==> src/fra_pkg.sv <==
// Shared types, field positions and sizes for the fragment reassembly block.
package fra_pkg;

  // Number of message contexts tracked at once (1 to 4).
  localparam int NUM_CONTEXTS = 4;
  localparam int CTX_W        = (NUM_CONTEXTS > 1) ? $clog2(NUM_CONTEXTS) : 1;

  // Packet word fields
  localparam int WORD_W  = 32;
  localparam int ID_W    = 2;
  localparam int CNT_W   = 3;
  localparam int SEQ_W   = 3;
  localparam int MODE_W  = 4;
  localparam int BYTES_W = 16;
  localparam int ERR_W   = 4;
  localparam int BYTE_W  = 8;

  localparam int ID_LSB    = 30;
  localparam int CNT_LSB   = 27;
  localparam int SEQ_LSB   = 24;
  localparam int MODE_LSB  = 20;
  localparam int BYTES_LSB = 4;
  localparam int ERR_LSB   = 0;

  // Fragment slots per context and fragment memory geometry
  localparam int SLOTS      = 1 << SEQ_W;
  localparam int FRAG_AW    = ID_W + SEQ_W;
  localparam int FRAG_DEPTH = 1 << FRAG_AW;

  // Fragment memory request from the sequencer
  typedef struct packed {
    logic               we;
    logic [FRAG_AW-1:0] waddr;
    logic [BYTES_W-1:0] wdata;
    logic               re;
    logic [FRAG_AW-1:0] raddr;
  } mem_req_t;

  // One result transaction
  typedef struct packed {
    logic [ID_W-1:0]   message_id;
    logic [MODE_W-1:0] access_mode;
    logic [BYTE_W-1:0] name_byte;
    logic              byte_valid;
    logic              last;
  } res_t;

endpackage

==> src/fra_in_if.sv <==
// Packet input channel: valid/ready handshake carrying one packet word.
interface fra_in_if import fra_pkg::*; ();
  logic              valid;
  logic              ready;
  logic [WORD_W-1:0] packet_word;

  modport source (output valid, output packet_word, input ready);
  modport sink   (input valid, input packet_word, output ready);
endinterface

==> src/fra_out_if.sv <==
// Result output channel: valid/ready handshake carrying one name byte result.
interface fra_out_if import fra_pkg::*; ();
  logic              valid;
  logic              ready;
  logic [ID_W-1:0]   message_id;
  logic [MODE_W-1:0] access_mode;
  logic [BYTE_W-1:0] name_byte;
  logic              byte_valid;
  logic              last;

  modport source (output valid, output message_id, output access_mode,
                  output name_byte, output byte_valid, output last, input ready);
  modport sink   (input valid, input message_id, input access_mode,
                  input name_byte, input byte_valid, input last, output ready);
endinterface

==> src/fra_frag_mem.sv <==
// Fragment memory: one write port, one registered read port.
module fra_frag_mem import fra_pkg::*; (
  input  logic               clk,
  input  mem_req_t           req,
  output logic [BYTES_W-1:0] rdata
);

  logic [BYTES_W-1:0] mem [FRAG_DEPTH];

  // Write port
  always_ff @(posedge clk) begin
    if (req.we) begin
      mem[req.waddr] <= req.wdata;
    end
  end

  // Registered read port, holds while not reading
  always_ff @(posedge clk) begin
    if (req.re) begin
      rdata <= mem[req.raddr];
    end
  end

endmodule

==> src/fra_ctrl.sv <==
// Context tracking and byte sequencer: stores fragments, detects completion,
// then walks the completed message one slot read and one byte at a time.
module fra_ctrl import fra_pkg::*; (
  input  logic               clk,
  input  logic               rst,
  input  logic               in_valid,
  output logic               in_ready,
  input  logic [WORD_W-1:0]  packet_word,
  output mem_req_t           mem_req,
  input  logic [BYTES_W-1:0] mem_rdata,
  output logic               res_valid,
  input  logic               res_ready,
  output res_t               res
);

  localparam logic [2:0] S_IDLE = 3'd0;
  localparam logic [2:0] S_RD   = 3'd1;
  localparam logic [2:0] S_HI   = 3'd2;
  localparam logic [2:0] S_LO   = 3'd3;
  localparam logic [2:0] S_END  = 3'd4;

  logic [2:0] state;

  // Per-context state
  logic              header_seen    [NUM_CONTEXTS];
  logic [CNT_W-1:0]  fragment_count [NUM_CONTEXTS];
  logic [MODE_W-1:0] mode_store     [NUM_CONTEXTS];
  logic [SLOTS-1:0]  present_mask   [NUM_CONTEXTS];

  // Message being emitted
  logic [ID_W-1:0]   cur_id;
  logic [CNT_W-1:0]  cur_cnt;
  logic [MODE_W-1:0] cur_mode;
  logic [SEQ_W-1:0]  slot;
  logic [BYTE_W-1:0] pend;
  logic              have_pend;

  // Field decode
  logic [ID_W-1:0]    f_id;
  logic [CNT_W-1:0]   f_cnt;
  logic [SEQ_W-1:0]   f_seq;
  logic [MODE_W-1:0]  f_mode;
  logic [BYTES_W-1:0] f_bytes;
  logic [ERR_W-1:0]   f_err;
  logic [CTX_W-1:0]   idx;

  assign f_id    = packet_word[ID_LSB +: ID_W];
  assign f_cnt   = packet_word[CNT_LSB +: CNT_W];
  assign f_seq   = packet_word[SEQ_LSB +: SEQ_W];
  assign f_mode  = packet_word[MODE_LSB +: MODE_W];
  assign f_bytes = packet_word[BYTES_LSB +: BYTES_W];
  assign f_err   = packet_word[ERR_LSB +: ERR_W];
  assign idx     = CTX_W'(f_id);

  logic accept, drop, is_header;
  assign in_ready  = (state == S_IDLE);
  assign accept    = in_valid && in_ready;
  assign drop      = (f_err != '0) || ({1'b0, f_id} >= (ID_W + 1)'(NUM_CONTEXTS));
  assign is_header = (f_seq == '0);

  // Context update as the packet lands, and completion check on the result
  logic              hdr_next;
  logic [CNT_W-1:0]  cnt_next;
  logic [MODE_W-1:0] mode_next;
  logic [SLOTS-1:0]  mask_next;
  logic [SLOTS-1:0]  need;
  logic              complete;

  always_comb begin
    hdr_next  = is_header || header_seen[idx];
    cnt_next  = is_header ? f_cnt : fragment_count[idx];
    mode_next = is_header ? f_mode : mode_store[idx];
    mask_next = (is_header ? '0 : present_mask[idx]) | (SLOTS'(1) << f_seq);
    need      = ~({SLOTS{1'b1}} << cnt_next);
    complete  = hdr_next && (cnt_next != '0) && ((mask_next & need) == need);
  end

  always_ff @(posedge clk) begin
    if (rst) begin
      for (int c = 0; c < NUM_CONTEXTS; c++) begin
        header_seen[c]    <= 1'b0;
        fragment_count[c] <= '0;
        mode_store[c]     <= '0;
        present_mask[c]   <= '0;
      end
    end else if (accept && !drop) begin
      if (complete) begin
        header_seen[idx]    <= 1'b0;
        fragment_count[idx] <= '0;
        mode_store[idx]     <= '0;
        present_mask[idx]   <= '0;
      end else begin
        header_seen[idx]    <= hdr_next;
        fragment_count[idx] <= cnt_next;
        mode_store[idx]     <= mode_next;
        present_mask[idx]   <= mask_next;
      end
    end
  end

  // Memory requests: store on accept, slot read in S_RD
  always_comb begin
    mem_req.we    = accept && !drop;
    mem_req.waddr = {f_id, f_seq};
    mem_req.wdata = f_bytes;
    mem_req.re    = (state == S_RD);
    mem_req.raddr = {cur_id, slot};
  end

  // Byte under inspection and result formation; a byte is held back until
  // the following one shows whether it ends the name
  logic [BYTE_W-1:0] cur_byte;
  logic              byte_zero;
  logic              advance;

  always_comb begin
    cur_byte  = (state == S_HI) ? mem_rdata[BYTES_W-1 -: BYTE_W] : mem_rdata[BYTE_W-1:0];
    byte_zero = (cur_byte == '0);
    res_valid = 1'b0;
    unique case (state)
      S_HI, S_LO: res_valid = byte_zero || have_pend;
      S_END:      res_valid = 1'b1;
      default:    res_valid = 1'b0;
    endcase
    res.message_id  = cur_id;
    res.access_mode = cur_mode;
    res.name_byte   = have_pend ? pend : '0;
    res.byte_valid  = have_pend;
    res.last        = (state == S_END) || byte_zero;
    advance         = !res_valid || res_ready;
  end

  // Sequencer
  always_ff @(posedge clk) begin
    if (rst) begin
      state     <= S_IDLE;
      have_pend <= 1'b0;
    end else begin
      unique case (state)
        S_IDLE: begin
          if (accept && !drop && complete) begin
            state     <= S_RD;
            have_pend <= 1'b0;
          end
        end
        S_RD: begin
          state <= S_HI;
        end
        S_HI: begin
          if (advance) begin
            if (byte_zero) begin
              state <= S_IDLE;
            end else begin
              have_pend <= 1'b1;
              state     <= S_LO;
            end
          end
        end
        S_LO: begin
          if (advance) begin
            if (byte_zero) begin
              state <= S_IDLE;
            end else if (slot == cur_cnt - CNT_W'(1)) begin
              state <= S_END;
            end else begin
              state <= S_RD;
            end
          end
        end
        S_END: begin
          if (advance) begin
            state <= S_IDLE;
          end
        end
        default: state <= S_IDLE;
      endcase
    end
  end

  // Message payload registers
  always_ff @(posedge clk) begin
    if (state == S_IDLE && accept && !drop && complete) begin
      cur_id   <= f_id;
      cur_cnt  <= cnt_next;
      cur_mode <= mode_next;
      slot     <= '0;
    end
    if ((state == S_HI || state == S_LO) && advance && !byte_zero) begin
      pend <= cur_byte;
    end
    if (state == S_LO && advance && !byte_zero) begin
      slot <= slot + SEQ_W'(1);
    end
  end

  // Assertions
  a_last_ends: assert property (@(posedge clk) disable iff (rst)
    (res_valid && res_ready && res.last) |=> (state == S_IDLE))
    else $error("final result did not return the sequencer to idle");

  a_empty_is_last: assert property (@(posedge clk) disable iff (rst)
    (res_valid && !res.byte_valid) |-> res.last)
    else $error("empty-name result not marked last");

  a_slot_range: assert property (@(posedge clk) disable iff (rst)
    (state == S_RD) |-> (slot < cur_cnt))
    else $error("slot read beyond fragment count");

  a_ctx_cleared: assert property (@(posedge clk) disable iff (rst)
    (accept && !drop && complete) |=>
      (!header_seen[CTX_W'(cur_id)] && present_mask[CTX_W'(cur_id)] == '0))
    else $error("completed context not cleared");

  a_no_accept_busy: assert property (@(posedge clk) disable iff (rst)
    (state != S_IDLE) |-> !mem_req.we)
    else $error("fragment written while emitting");

endmodule

==> src/fragment_reassembly_by_id.sv <==
// Top level of the fragment reassembly block: sequencer, fragment memory, output register.
//
// Packets are taken one per cycle while the block is idle; a dropped or
// non-completing packet leaves the block idle. A packet that completes a message of
// cnt fragments holds input ready low while the sequencer walks the message
// through the single fragment memory read port, slot by slot (read, high
// byte, low byte), then releases the held final byte in a final state when
// the name runs to the end; a zero byte ends the walk early, and output
// stalls lengthen it. Results leave through a one-entry output register; the
// sequencer waits on a result while the register is full and not being
// taken. The fragment memory has no reset; only slots marked present are
// ever read.
module fragment_reassembly_by_id import fra_pkg::*; (
  input logic    clk,
  input logic    rst,
  fra_in_if.sink   packet,
  fra_out_if.source result
);

  mem_req_t           mem_req;
  logic [BYTES_W-1:0] mem_rdata;
  logic               res_valid;
  logic               res_ready;
  res_t               res;

  fra_ctrl u_ctrl (
    .clk         (clk),
    .rst         (rst),
    .in_valid    (packet.valid),
    .in_ready    (packet.ready),
    .packet_word (packet.packet_word),
    .mem_req     (mem_req),
    .mem_rdata   (mem_rdata),
    .res_valid   (res_valid),
    .res_ready   (res_ready),
    .res         (res)
  );

  fra_frag_mem u_mem (
    .clk   (clk),
    .req   (mem_req),
    .rdata (mem_rdata)
  );

  // Output register
  logic obuf_valid;
  res_t obuf;

  assign res_ready = !obuf_valid || result.ready;

  always_ff @(posedge clk) begin
    if (rst) begin
      obuf_valid <= 1'b0;
    end else if (res_ready) begin
      obuf_valid <= res_valid;
    end
  end

  always_ff @(posedge clk) begin
    if (res_ready && res_valid) begin
      obuf <= res;
    end
  end

  assign result.valid       = obuf_valid;
  assign result.message_id  = obuf.message_id;
  assign result.access_mode = obuf.access_mode;
  assign result.name_byte   = obuf.name_byte;
  assign result.byte_valid  = obuf.byte_valid;
  assign result.last        = obuf.last;

endmodule
==> src/flat_wrapper.sv <==
// flat-port wrapper written by rule: the top's interface ports become plain ports
module fragment_reassembly_by_id_flat import fra_pkg::*;
  (clk, rst, packet_valid, packet_packet_word, packet_ready, result_valid, result_message_id, result_access_mode, result_name_byte, result_byte_valid, result_last, result_ready);
  fra_in_if packet_i ();
  fra_out_if result_i ();
  input logic clk;
  input logic rst;
  input wire logic [$bits(packet_i.valid)-1:0] packet_valid;
  input wire logic [$bits(packet_i.packet_word)-1:0] packet_packet_word;
  output wire logic [$bits(packet_i.ready)-1:0] packet_ready;
  output wire logic [$bits(result_i.valid)-1:0] result_valid;
  output wire logic [$bits(result_i.message_id)-1:0] result_message_id;
  output wire logic [$bits(result_i.access_mode)-1:0] result_access_mode;
  output wire logic [$bits(result_i.name_byte)-1:0] result_name_byte;
  output wire logic [$bits(result_i.byte_valid)-1:0] result_byte_valid;
  output wire logic [$bits(result_i.last)-1:0] result_last;
  input wire logic [$bits(result_i.ready)-1:0] result_ready;
  assign packet_i.valid = packet_valid;
  assign packet_i.packet_word = packet_packet_word;
  assign packet_ready = packet_i.ready;
  assign result_valid = result_i.valid;
  assign result_message_id = result_i.message_id;
  assign result_access_mode = result_i.access_mode;
  assign result_name_byte = result_i.name_byte;
  assign result_byte_valid = result_i.byte_valid;
  assign result_last = result_i.last;
  assign result_i.ready = result_ready;
  fragment_reassembly_by_id u_core (.clk(clk), .rst(rst), .packet(packet_i), .result(result_i));
endmodule
==> config.mk <==
export PLATFORM = sky130hd
export DESIGN_NAME = fragment_reassembly_by_id_flat
export DESIGN_NICKNAME = d
export VERILOG_FILES = /design/src/fra_pkg.sv /design/src/fra_in_if.sv /design/src/fra_out_if.sv /design/src/fra_frag_mem.sv /design/src/fra_ctrl.sv /design/src/fragment_reassembly_by_id.sv /design/src/flat_wrapper.sv
export SDC_FILE = /design/constraint.sdc
export NUM_CORES = 1
export LEC_CHECK = 0
export BUFFER_PORTS_ARGS = -buffer_cell sky130_fd_sc_hd__clkbuf_2
export CAP_MARGIN = 15
export CORE_ASPECT_RATIO = 1.4
export CORE_UTILIZATION = 25
export DETAILED_ROUTE_END_ITERATION = 8
export SETUP_SLACK_MARGIN = 0.02
export SLEW_MARGIN = 5
export SYNTH_ARGS = -nofsm -noshare
export SYNTH_HDL_FRONTEND = slang
export SYNTH_SLANG_ARGS = --single-unit
==> constraint.sdc <==
create_clock -name clk -period 3.3 [get_ports clk]
set_clock_uncertainty 0.1 [all_clocks]
set_input_delay 0.33 -clock clk [delete_from_list [all_inputs] [get_ports clk]]
set_output_delay 0.33 -clock clk [all_outputs]
set_load 0.02 [all_outputs]
-- After elaboration in Yosys (flattened, before gate mapping)
Memories as Yosys holds them, arrays and structs flattened. A register that Yosys moved wholly into a read port is not among the register bits.
Cells that the tools add are included.
- memories: 5
- register bits after elaboration: 41
- logic and storage cells: 124
- bits in writable memories: 576
- ROM bits: 0
- latch bits: 0
- bits of input ports: 36
- memory list (name ; words ; bits a word ; rd ports ; clocked after Yosys merged registers in ; wr ports ; line ; source):
    u_core.u_mem.mem ; 32 ; 16 ; 1 ; 1 ; 1 ; fra_frag_mem.sv:8 ; logic [BYTES_W-1:0] mem [FRAG_DEPTH];
    u_core.u_ctrl.present_mask ; 4 ; 8 ; 1 ; 0 ; 4 ; fra_ctrl.sv:28 ; logic [SLOTS-1:0] present_mask [NUM_CONTEXTS];
    u_core.u_ctrl.mode_store ; 4 ; 4 ; 1 ; 0 ; 4 ; fra_ctrl.sv:27 ; logic [MODE_W-1:0] mode_store [NUM_CONTEXTS];
    u_core.u_ctrl.fragment_count ; 4 ; 3 ; 1 ; 0 ; 4 ; fra_ctrl.sv:26 ; logic [CNT_W-1:0] fragment_count [NUM_CONTEXTS];
    u_core.u_ctrl.header_seen ; 4 ; 1 ; 1 ; 0 ; 4 ; fra_ctrl.sv:25 ; logic header_seen [NUM_CONTEXTS];
- reduce and logical (&&, ||, !) cells: 37
- add/subtract/negate cells: 2
- magnitude comparators: 0
- bitwise logic cells: 7
- eq/ne operators: 11
- multiply operators: 0
- shift operators: 2
- div/mod/pow operators: 0
- mux-type cells: 47
- operators with widths (operator ; number):
    $mux W3 ; 11
    $mux W8 ; 4
    $mux W1 ; 21
    $pmux W3 S5 ; 1
    $logic_and A1 B1 Y1 ; 13
    $mux W4 ; 3
    $mux W2 ; 5
    $and A8 B8 Y8 ; 1
    $eq A8 B8 Y1 ; 1
    $logic_not A8 Y1 ; 1
    $ne A2 B2 Y1 const B ; 4
    $not A8 Y8 ; 1
    $or A8 B8 Y8 ; 1
    $reduce_and A4 Y1 ; 2
    $reduce_or A8 Y1 ; 1
    $shl A1 B3 Y8 const A ; 1
    $shl A8 B3 Y8 const A ; 1
    $eq A3 B2 Y1 const B ; 2
    $logic_not A3 Y1 ; 2
    $logic_or A1 B1 Y1 ; 6
    $logic_not A1 Y1 ; 4
    $or A1 B1 Y1 ; 4
    $pmux W1 S2 ; 2
    $reduce_bool A2 Y1 ; 2
    12 further kinds ; 12

-- Longest topological paths before layout
Gate-level depths: netlist of run 1.
- depth in word-level cells: 14
- depth in mapped cells: 11
- mapped depth without buffers: 8

-- By module
Synthesis of run 1 repeated with hierarchy kept, for this count alone.
- cell total of the unflattened synthesis: 1506
- area total of the unflattened synthesis: 25612.1 um^2
- by module, submodules not included (module ; times used ; area each (um^2) ; seq. area each (um^2) ; cells an instance):
    fra_frag_mem ; 1 ; 20696.1 ; 15855.2 ; 1143
    fra_ctrl ; 1 ; 4380.5 ; 2482.4 ; 342
    fragment_reassembly_by_id ; 1 ; 535.5 ; 500.5 ; 21

-- Worst setup path after synthesis of run 1
OpenSTA, ideal clock, no wires.
- path kind: reg2reg
- start point: reg u_core.u_ctrl.state[0]
- end point: mem u_core.u_mem.mem[26][0] (enable)
- cell stages (with the launch flop): 7
- required time: 2770 ps
- path slack: -463 ps
- data arrival time: 3233 ps
- period minus slack after synthesis: 3763 ps
- setup time: 430 ps
- path through: dfxtp_1 -> clkbuf_1 -> nor3_1 -> and3_1 -> clkbuf_1 -> nand2_1 -> nor4_1
- cells in the longest elaborated chain, start to end: 5
- RTL lines (element ; line ; source):
    start, declared ; fra_ctrl.sv:22 ; logic [2:0] state;
    start signal, assigned ; fra_ctrl.sv:136 ; state <= S_IDLE;
    start signal, assigned ; fra_ctrl.sv:142 ; state <= S_RD;
    start signal, assigned ; fra_ctrl.sv:147 ; state <= S_HI;
    $logic_not A3 Y1 ; fra_ctrl.sv:56 ; assign in_ready = (state == S_IDLE);
    via packet_ready ; flat_wrapper.sv:10 ; output wire logic [$bits(packet_i.ready)-1:0] packet_ready;
    $logic_and A1 B1 Y1 ; fra_ctrl.sv:57 ; assign accept = in_valid && in_ready;
    $logic_and A1 B1 Y1 ; fra_ctrl.sv:103 ; mem_req.we = accept && !drop;
    $mux W1 ; fra_frag_mem.sv:12 ; if (req.we) begin
    $mux W1 (not written as such) ; fra_frag_mem.sv:13 ; mem[req.waddr] <= req.wdata;
    end, declared ; fra_frag_mem.sv:8 ;
The timed path passes the listed nets, and every way through them passes these cells.

-- Worst setup path in the final report of run 1
- start point: reg u_core.u_mem.rdata[1] (read register of u_core.u_mem.mem)
- end point: reg u_core.obuf_valid, in the netlist u_core.result.valid
- cells in the longest elaborated chain, start to end: 4
- RTL lines (element ; line ; source):
    start, declared ; fra_frag_mem.sv:5 ; output logic [BYTES_W-1:0] rdata
    $mux W8 ; fra_ctrl.sv:117 ; cur_byte = (state == S_HI) ? mem_rdata[BYTES_W-1 -: BYTE_W] : mem_rdata[BYTE_W-1:0];
    $logic_not A8 Y1 ; fra_ctrl.sv:118 ; byte_zero = (cur_byte == '0);
    $logic_or A1 B1 Y1 ; fra_ctrl.sv:121 ; S_HI, S_LO: res_valid = byte_zero || have_pend;
    $pmux W1 S2 ; fra_ctrl.sv:120 ; unique case (state)
    end signal, assigned ; fragment_reassembly_by_id.sv:55 ; obuf_valid <= res_valid;
    end, declared ; fragment_reassembly_by_id.sv:46 ; logic obuf_valid;
Every way passes these cells.
A chain may end at the register's enable or synchronous reset.

==> run summary, run 1 <==
# Max-Cap Violations: 0
drt initial violations: 1005
most frequent cell after synthesis: edfxtp_1
Max IR drop VDD: 0.4650 mV
Slew @ Worst Pin: 1090 ps
LEAKAGE: 8.784 nW
RSZ-0062 raised after global routing: no
I/O Buffers: 53
Sinks on Clock Net: 629
die height: 373.7 µm
nets: 1299
Core Box Area: 98010 µm²
EDFF count, synth: 624
vias per cell: 4.394
antenna violations before repair: 0
FMAX: 0.3377 GHz
DR WL/cell: 20.78 µm
Final Setup Violations: 0
GPL Wtd Cong: 0.7914
WP data arrival: 3410 ps
Post-Syn Instances: 1129
Layout area overhead: 17.92%
remaining global-route overflow: 0
Clock transition at path regs: 60 ps
share of the synthesized area in the top cell type: 75.95%
full die area: 99960 µm²
CP Launch Type: register
pin count of the biggest net entering global routing: 49
commonest cells in the netlist: edfxtp_1, mux4_2, nor3_1, nor2_1, clkbuf_1
antenna viol nets, final: 0
final hold viol count: 0
first-pass GRT wire length: 80480 µm
Mean Syn Cell Area: 21.85 µm²
gr usage total: 10.91%
Clock Latency Late Sink: 630 ps
FF+latch count, synth: 629
First-pass DRT Iterations: 5
vias in the first global route: 12.11k
worst min path class: in -> reg
DR vias: 11.51k
CTS tree: yes
post-DP HPWL: 32300 µm
Place WS: 100.0 ps
Yosys cell types: 50
CTS Root Cell: clkbuf_16
I/O pin count: 54
Setup crit end kind: register
minimum clock period: 2961 ps
num rows: 136
worst relative slew slack: 27.05%
Initial Util: 25.17%
Yosys warning count: 0
routed wire length: 54440 µm
Post-Synthesis Cell Area: 24670 µm²
Residual DRC: 0
Pwr Density: 538.3 nW/µm²
critical path required time: 3750 ps
n_diodes: 0
hold slack: 34.60 ps
fin crit share: 89.74%
layout cells sized above 1: 35.14%
Syn Nets: 1167
Inserted Clock Buffers: 57
maximum clock path buffer count: 3
Die X: 267.5 µm
largest cells by area after synthesis: edfxtp_1, mux4_2, nor3_1
Main synth FF type: edfxtp_1
share of synthesized registers carrying an async set or reset: 0%
Final Slew Violations: 0
Final Worst Setup Slack: 338.7 ps
worst setup path category: reg -> reg
Worst Path Max Fanout: 3
sequential area share after synthesis: 76.36%
area leader, netlist: edfxtp_1
CTS HTree Levels: 2
status: completed
[worst max-delay path, stage by stage, from the launching register on]
cell	delay (ps)
edfxtp_1	400
or4_1	520
or4_1	430
a211o_1	350
a21oi_1	270
a21oi_1	110
a21oi_1	180
dlygate4sd3_1	560
[report_power, final]
group / internal, mW / switching, mW / total (mW)
clock: 3.57 / 2.86 / 6.43
sequential: 8.82 / 0.0165 / 8.84
combinational: 0.123 / 0.274 / 0.397
total: 12.5 / 3.15 / 15.7
[metrics by stage]
| step | instances | area (µm²) | power (mW) | setup TNS, ps | util, % |
|---|---|---|---|---|---|
| global placement | 2509 | 27250 | 9.383 | 0 | 27.80 |
| finish | 2620 | 29090 | 15.66 | 0 | 29.68 |
| CTS | 2619 | 29080 | 15.79 | 0 | 29.67 |
| detailed placement | 2509 | 27250 | 9.405 | 0 | 27.80 |
| global route | 2620 | 29090 | 16.11 | 0 | 29.68 |
| floorplan | 1129 | 24720 | 9.181 | -5649 | - |
[sequential cells by signal, indices dropped and copies added, names as in the netlist, 2 cells and up]
name	count
u_core.u_ctrl.cur_mode	4
u_core.result.access_mode	4
u_core.u_ctrl.pend	8
u_core.u_ctrl.cur_id	2
u_core.u_ctrl.header_seen	4
u_core.u_ctrl.slot	3
u_core.result.message_id	2
u_core.u_mem.mem	512
u_core.u_ctrl.fragment_count	12
u_core.u_ctrl.state	3
u_core.u_ctrl.present_mask	28
u_core.u_ctrl.cur_cnt	3
u_core.u_ctrl.mode_store	16
u_core.result.name_byte	8
u_core.u_mem.rdata	16
[cell families (layout without fill, tap and decap cells)]
kind of cell / after synthesis / after routing / synth area share [%]
adder cells (fa/ha/maj): 2 / 2 / 0.1014
multiplexers: 208 / 208 / 17.59
AND/OR/NAND/NOR: 166 / 166 / 3.388
XOR/XNOR: 5 / 5 / 0.1775
buffers and inverters: 84 / 264 / 1.390
AO/OA/AOI/OAI: 35 / 35 / 0.9990
flip-flops: 629 / 629 / 76.36
[cell type report]
cell class	count	area [µm²]
fillers	9492	68920
flip-flops and latches	629	18840
multi-input cells	416	5658
well taps	1311	1640
clock buffers	68	1468
repair buffers	142	1091
clock inverters	39	340.3
inverters	15	56.30
[final timing paths]
kind	slack (ps)	depth (start not counted)	from	endpoint
max	340	7	u_core.u_mem.rdata[1]$_DFFE_PN_	u_core.result.valid$_SDFFE_PP0P_
max reg2reg	340	7	u_core.u_mem.rdata[1]$_DFFE_PN_	u_core.result.valid$_SDFFE_PP0P_
min	30	3	packet_packet_word[23]	u_core.u_ctrl.cur_mode[3]$_DFFE_PP_
min reg2reg	320	0	u_core.u_ctrl.cur_mode[2]$_DFFE_PP_	u_core.result.access_mode[2]$_DFFE_PP_
[placed cells by master, fill, tap and decap left out, types with 11 or more instances in the layout]
cell type	instances
edfxtp_1	624
nor3_1	48
nor2_1	31
clkinv_1	19
clkbuf_2	53
inv_1	13
mux2_2	24
clkbuf_1	11
buf_4	73
mux4_2	175
buf_12	12
clkbuf_16	57
nor2_2	20
[metal layers]
metal | global-route usage, % | wire (µm)
met1 | 13.27 | 21490
met2 | 19.57 | 29040
met3 | 1.463 | 2324
met4 | 3.849 | 1588
met5 | 0 | 0
[what timing repair did]
| item | 4_1_cts | 5_1_grt |
|---|---|---|
| hold buffers | 3 | 0 |
| gates resized for setup | 0 | 0 |
| setup buffers | 0 | 0 |
| endpoints found under the hold margin | 5 | 0 |
| endpoints found under the setup margin | 0 | 0 |
No activity file was read; power rests on OpenSTA's default activity.
==> inputs of run 2 (changes only) <==
--- a/config.mk
+++ b/config.mk
@@ -7,11 +7,11 @@
 export LEC_CHECK = 0
 export BUFFER_PORTS_ARGS = -buffer_cell sky130_fd_sc_hd__clkbuf_2
 export CAP_MARGIN = 15
-export CORE_ASPECT_RATIO = 1.4
 export CORE_UTILIZATION = 25
 export DETAILED_ROUTE_END_ITERATION = 8
 export SETUP_SLACK_MARGIN = 0.02
 export SLEW_MARGIN = 5
 export SYNTH_ARGS = -nofsm -noshare
 export SYNTH_HDL_FRONTEND = slang
+export SYNTH_HIERARCHICAL = 1
 export SYNTH_SLANG_ARGS = --single-unit
==> run 2 against run 1 <==
Effect of this change:
- global-route usage increased by 0.30 points
- fmax up 2.7%
- largest cell class unchanged
- synthesized cell count up 33%
- non-clock buffer count down 3
- worst hold slack improved by 6.6 ps
- setup slack better by 77 ps
- die area increased by 3.8%
- design area increased by 2.0%
==> run summary, run 2 <==
share of synthesized registers carrying an async set or reset: 0% (unchanged)
first-pass GRT wire length: 86710 µm (+7.7%)
Worst Path Max Fanout: 10 (+7)
worst min path class: in -> reg
critical path's top delay family: multiplexers
CP Launch Type: register
total power: 16.45 mW (+5.0%)
GPL Wtd Cong: 0.7821 (-1.2%)
die height: 322.1 µm (-14%)
reg-to-reg endpoint: u_core/u_ctrl/cur_mode[1]$_DFFE_PP_
Clock Latency Late Sink: 620 ps (about the same)
gr usage total: 11.21% (+0.30 points)
CTS HTree Levels: 3 (+1)
Final Slew Violations: 0 (unchanged)
nets: 1643 (+26%)
CP Cell Sequence: mux4_2 -> mux2i_4 -> inv_2 -> a311oi_4 -> o211ai_4 -> or4_4 -> inv_2
worst hold endpoint: u_core/result.valid$_SDFFE_PP0P_
maximum clock path buffer count: 3 (unchanged)
share of the synthesized area in the top cell type: 73.16% (-2.8 points)
CP max-delay cell: or4_4
DR WL/cell: 19.38 µm (-6.7%)
WP data arrival: 3070 ps (-340 ps)
Layout area overhead: 15.84%
Final Instance Count excl. Fillers: 3024 (+15%)
First-pass DRT Iterations: 5 (unchanged)
FMAX: 0.3467 GHz (+2.7%)
Largest stage delay, worst path: 580 ps (+20 ps)
number of flip-flops under the largest register name: 512 (unchanged)
CTS Root Cell: clkbuf_16
area leader, netlist: edfxtp_1
registers with the most flip-flops: u_core/u_mem/mem: 512 flops, u_core/u_ctrl/present_mask: 28 flops
RSZ-0062 raised after global routing: no
status: completed
# Max-Cap Violations: 0 (unchanged)
pin count of the biggest net entering global routing: 65 (+33%)
worst hold start: rst
r2r startpoint: u_core/u_ctrl/fragment_count[3][2]$_DFFE_PP_
post-DP HPWL: 35020 µm (+8.4%)
fillcell total: 10.03k (+5.6%)
CTS tree: yes
Inserted Clock Buffers: 66 (+16%)
Total Negative Setup Slacks: 0 ps (unchanged)
minimum clock period: 2885 ps (-76.61 ps)
fin util: 29.20% (-0.48 points)
crit-path most repeated cell: inv_2
Pwr Density: 554.4 nW/µm² (+3.0%)
Core Box Area: 101600 µm² (+3.7%)
post-CTS sizing: 0 (unchanged)
layout cells sized above 1: 16.69% (-18 points)
Final Setup Violations: 0 (unchanged)
Initial Util: 25.21% (+0.039 points)
most frequent cell after synthesis: edfxtp_1
most frequent cells in the layout: edfxtp_1, mux2i_1, nor2_1
Largest Register: u_core/u_mem/mem
final hold viol count: 0 (unchanged)
R2R Setup Slk: 420 ps (+80 ps)
Sinks on Clock Net: 629 (unchanged)
Post-Synthesis Cell Area: 25610 µm² (+3.8%)
largest cells by area after synthesis: edfxtp_1, mux2i_1, a22oi_1
full die area: 103700 µm² (+3.8%)
hold path cells: 2 (-1)
critical path required time: 3490 ps (-260 ps)
Setup crit end kind: register
Slew @ Worst Pin: 960.3 ps (-129.2 ps)
antenna viol nets, final: 0 (unchanged)
Yosys warning count: 6 (+6)
Buf+Inv Stages, Crit Path: 2 (+1)
fin crit share: 87.42% (-2.3 points)
vias in the first global route: 13.69k (+13%)
Residual DRC: 0 (unchanged)
Post-Syn Instances: 1506 (+33%)
worst setup path category: reg -> reg
routed wire length: 58600 µm (+7.6%)
DR vias: 13.50k (+17%)
LEAKAGE: 9.375 nW (+6.7%)
I/O pin count: 54 (unchanged)
I/O Buffers: 53 (unchanged)
sequential area share after synthesis: 73.55% (-2.8 points)
antenna violations before repair: 2 (+2)
post-CTS setup buffers: 0 (unchanged)
hold buffers post-CTS: 1 (-2)
Clock transition at path regs: 60 ps (about the same)
Yosys cell types: 58 (+16%)
Main synth FF type: edfxtp_1
placed cell count: 2904 (+16%)
Mean Syn Cell Area: 17.01 µm² (-22%)
worst relative slew slack: 35.98% (+8.9 points)
path depth of the worst reg2reg path: 7 (unchanged)
commonest non-fill, non-tap cell in the layout: edfxtp_1
hold slack: 41.19 ps (+6.596 ps)
EDFF count, synth: 624 (unchanged)
commonest cells in the netlist: edfxtp_1, mux2i_1, nor2_1, a22oi_1, nand2_1
drt initial violations: 1210 (+20%)
vias per cell: 4.463 (+1.6%)
num rows: 117 (-14%)
remaining global-route overflow: 0 (unchanged)
Die X: 322.1 µm (+20%)
FF+latch count, synth: 629 (unchanged)
Syn Nets: 1544 (+32%)
Max IR drop VDD: 0.3042 mV (-35%)
-- run 2: cell count changes in the layout (fill, tap and decap cells not counted), sizes merged, moves of 16 or more --
cell and delta:
clkbuf +18, a21oi +33, nor3 -29, nand3 +33, mux4 -160, a31oi +16
a22o +32, nand2 +34, nor2 +40, mux2i +260, nand4 +16, mux2 -16
a22oi +65
-- run 2: worst max path at each step --
| stage | from | endpoint | cells past startpoint |
|---|---|---|---|
| final | u_core/u_ctrl/fragment_count[3][2]$_DFFE_PP_ | u_core/u_ctrl/cur_mode[1]$_DFFE_PP_ | 7 |
| after global routing | u_core/u_ctrl/state[0]$_SDFFE_PP0P_ | u_core/u_mem/mem[27][7]$_DFFE_PP_ | 6 |
| after CTS | u_core/u_ctrl/fragment_count[3][2]$_DFFE_PP_ | u_core/u_ctrl/cur_mode[1]$_DFFE_PP_ | 7 |
| after detailed placement | packet_packet_word[30] | u_core/u_ctrl/cur_mode[3]$_DFFE_PP_ | 8 |
| after global placement | packet_packet_word[30] | u_core/u_ctrl/cur_mode[0]$_DFFE_PP_ | 8 |
| after floorplan | u_core/u_ctrl/state[0]$_SDFFE_PP0P_ | u_core/u_mem/mem[12][0]$_DFFE_PP_ | 7 |
-- run 2: layer usage --
| layer | up-vias | wire length, µm | GRT usage, % |
|---|---|---|---|
| met5 | - | 27 | 0 |
| met4 | 4 | 1074 | 3.249 |
| met3 | 82 | 3140 | 2.188 |
| met2 | 373 | 29170 | 19.13 |
| met1 | 6912 | 25190 | 14.34 |
| li1 | 6124 | - | - |
-- run 2: area by class of cell --
type	instances	area [µm²]	share of cell area [%]
Antenna cell	2	5.005	0.01687
Clock buffer	87	1794	6.047
Clock inverter	30	272.8	0.9193
Inverter	13	48.80	0.1645
Multi-Input combinational cell	756	5948	20.05
Sequential cell	629	18840	63.49
Tap cell	1368	1712	5.769
Timing Repair Buffer	139	1051	3.542
-- run 2: worst register-to-register path: stages (launching register included) --
cell	delay [ps]
edfxtp_1	360
mux4_2	510
mux2i_4	230
inv_2	130
a311oi_4	270
o211ai_4	160
or4_4	580
inv_2	220
-- run 2: stage by stage --
stage          instance area [µm²]  setup slack (ps)
3_3_place_gp                 27590             256.9
6_report                     29670             415.3
4_1_cts                      29660             403.3
3_5_place_dp                 27590             217.4
5_1_grt                      29660             309.8
2_1_floorplan                25610            -171.1
-- run 2: where the power goes --
| group | internal (mW) | leakage [nW] | switching (mW) |
|---|---|---|---|
| clock network | 4.16 | 1.01 | 3.00 |
| logic | 0.128 | 2.63 | 0.300 |
| registers | 8.84 | 5.73 | 0.0258 |
| total | 13.1 | 9.37 | 3.32 |
-- run 2: cells by family after synthesis --
| kind of cell | after synthesis | share of synthesized area (%) |
|---|---|---|
| xor gates and xnor gates | 5 | 0.1710 |
| adders and majority gates | 2 | 0.09769 |
| DFF | 629 | 73.55 |
| buffers and inverters | 121 | 3.361 |
| AOI/OAI and AO/OA | 178 | 5.134 |
| muxes | 292 | 12.28 |
| and+or+nand+nor | 279 | 5.403 |
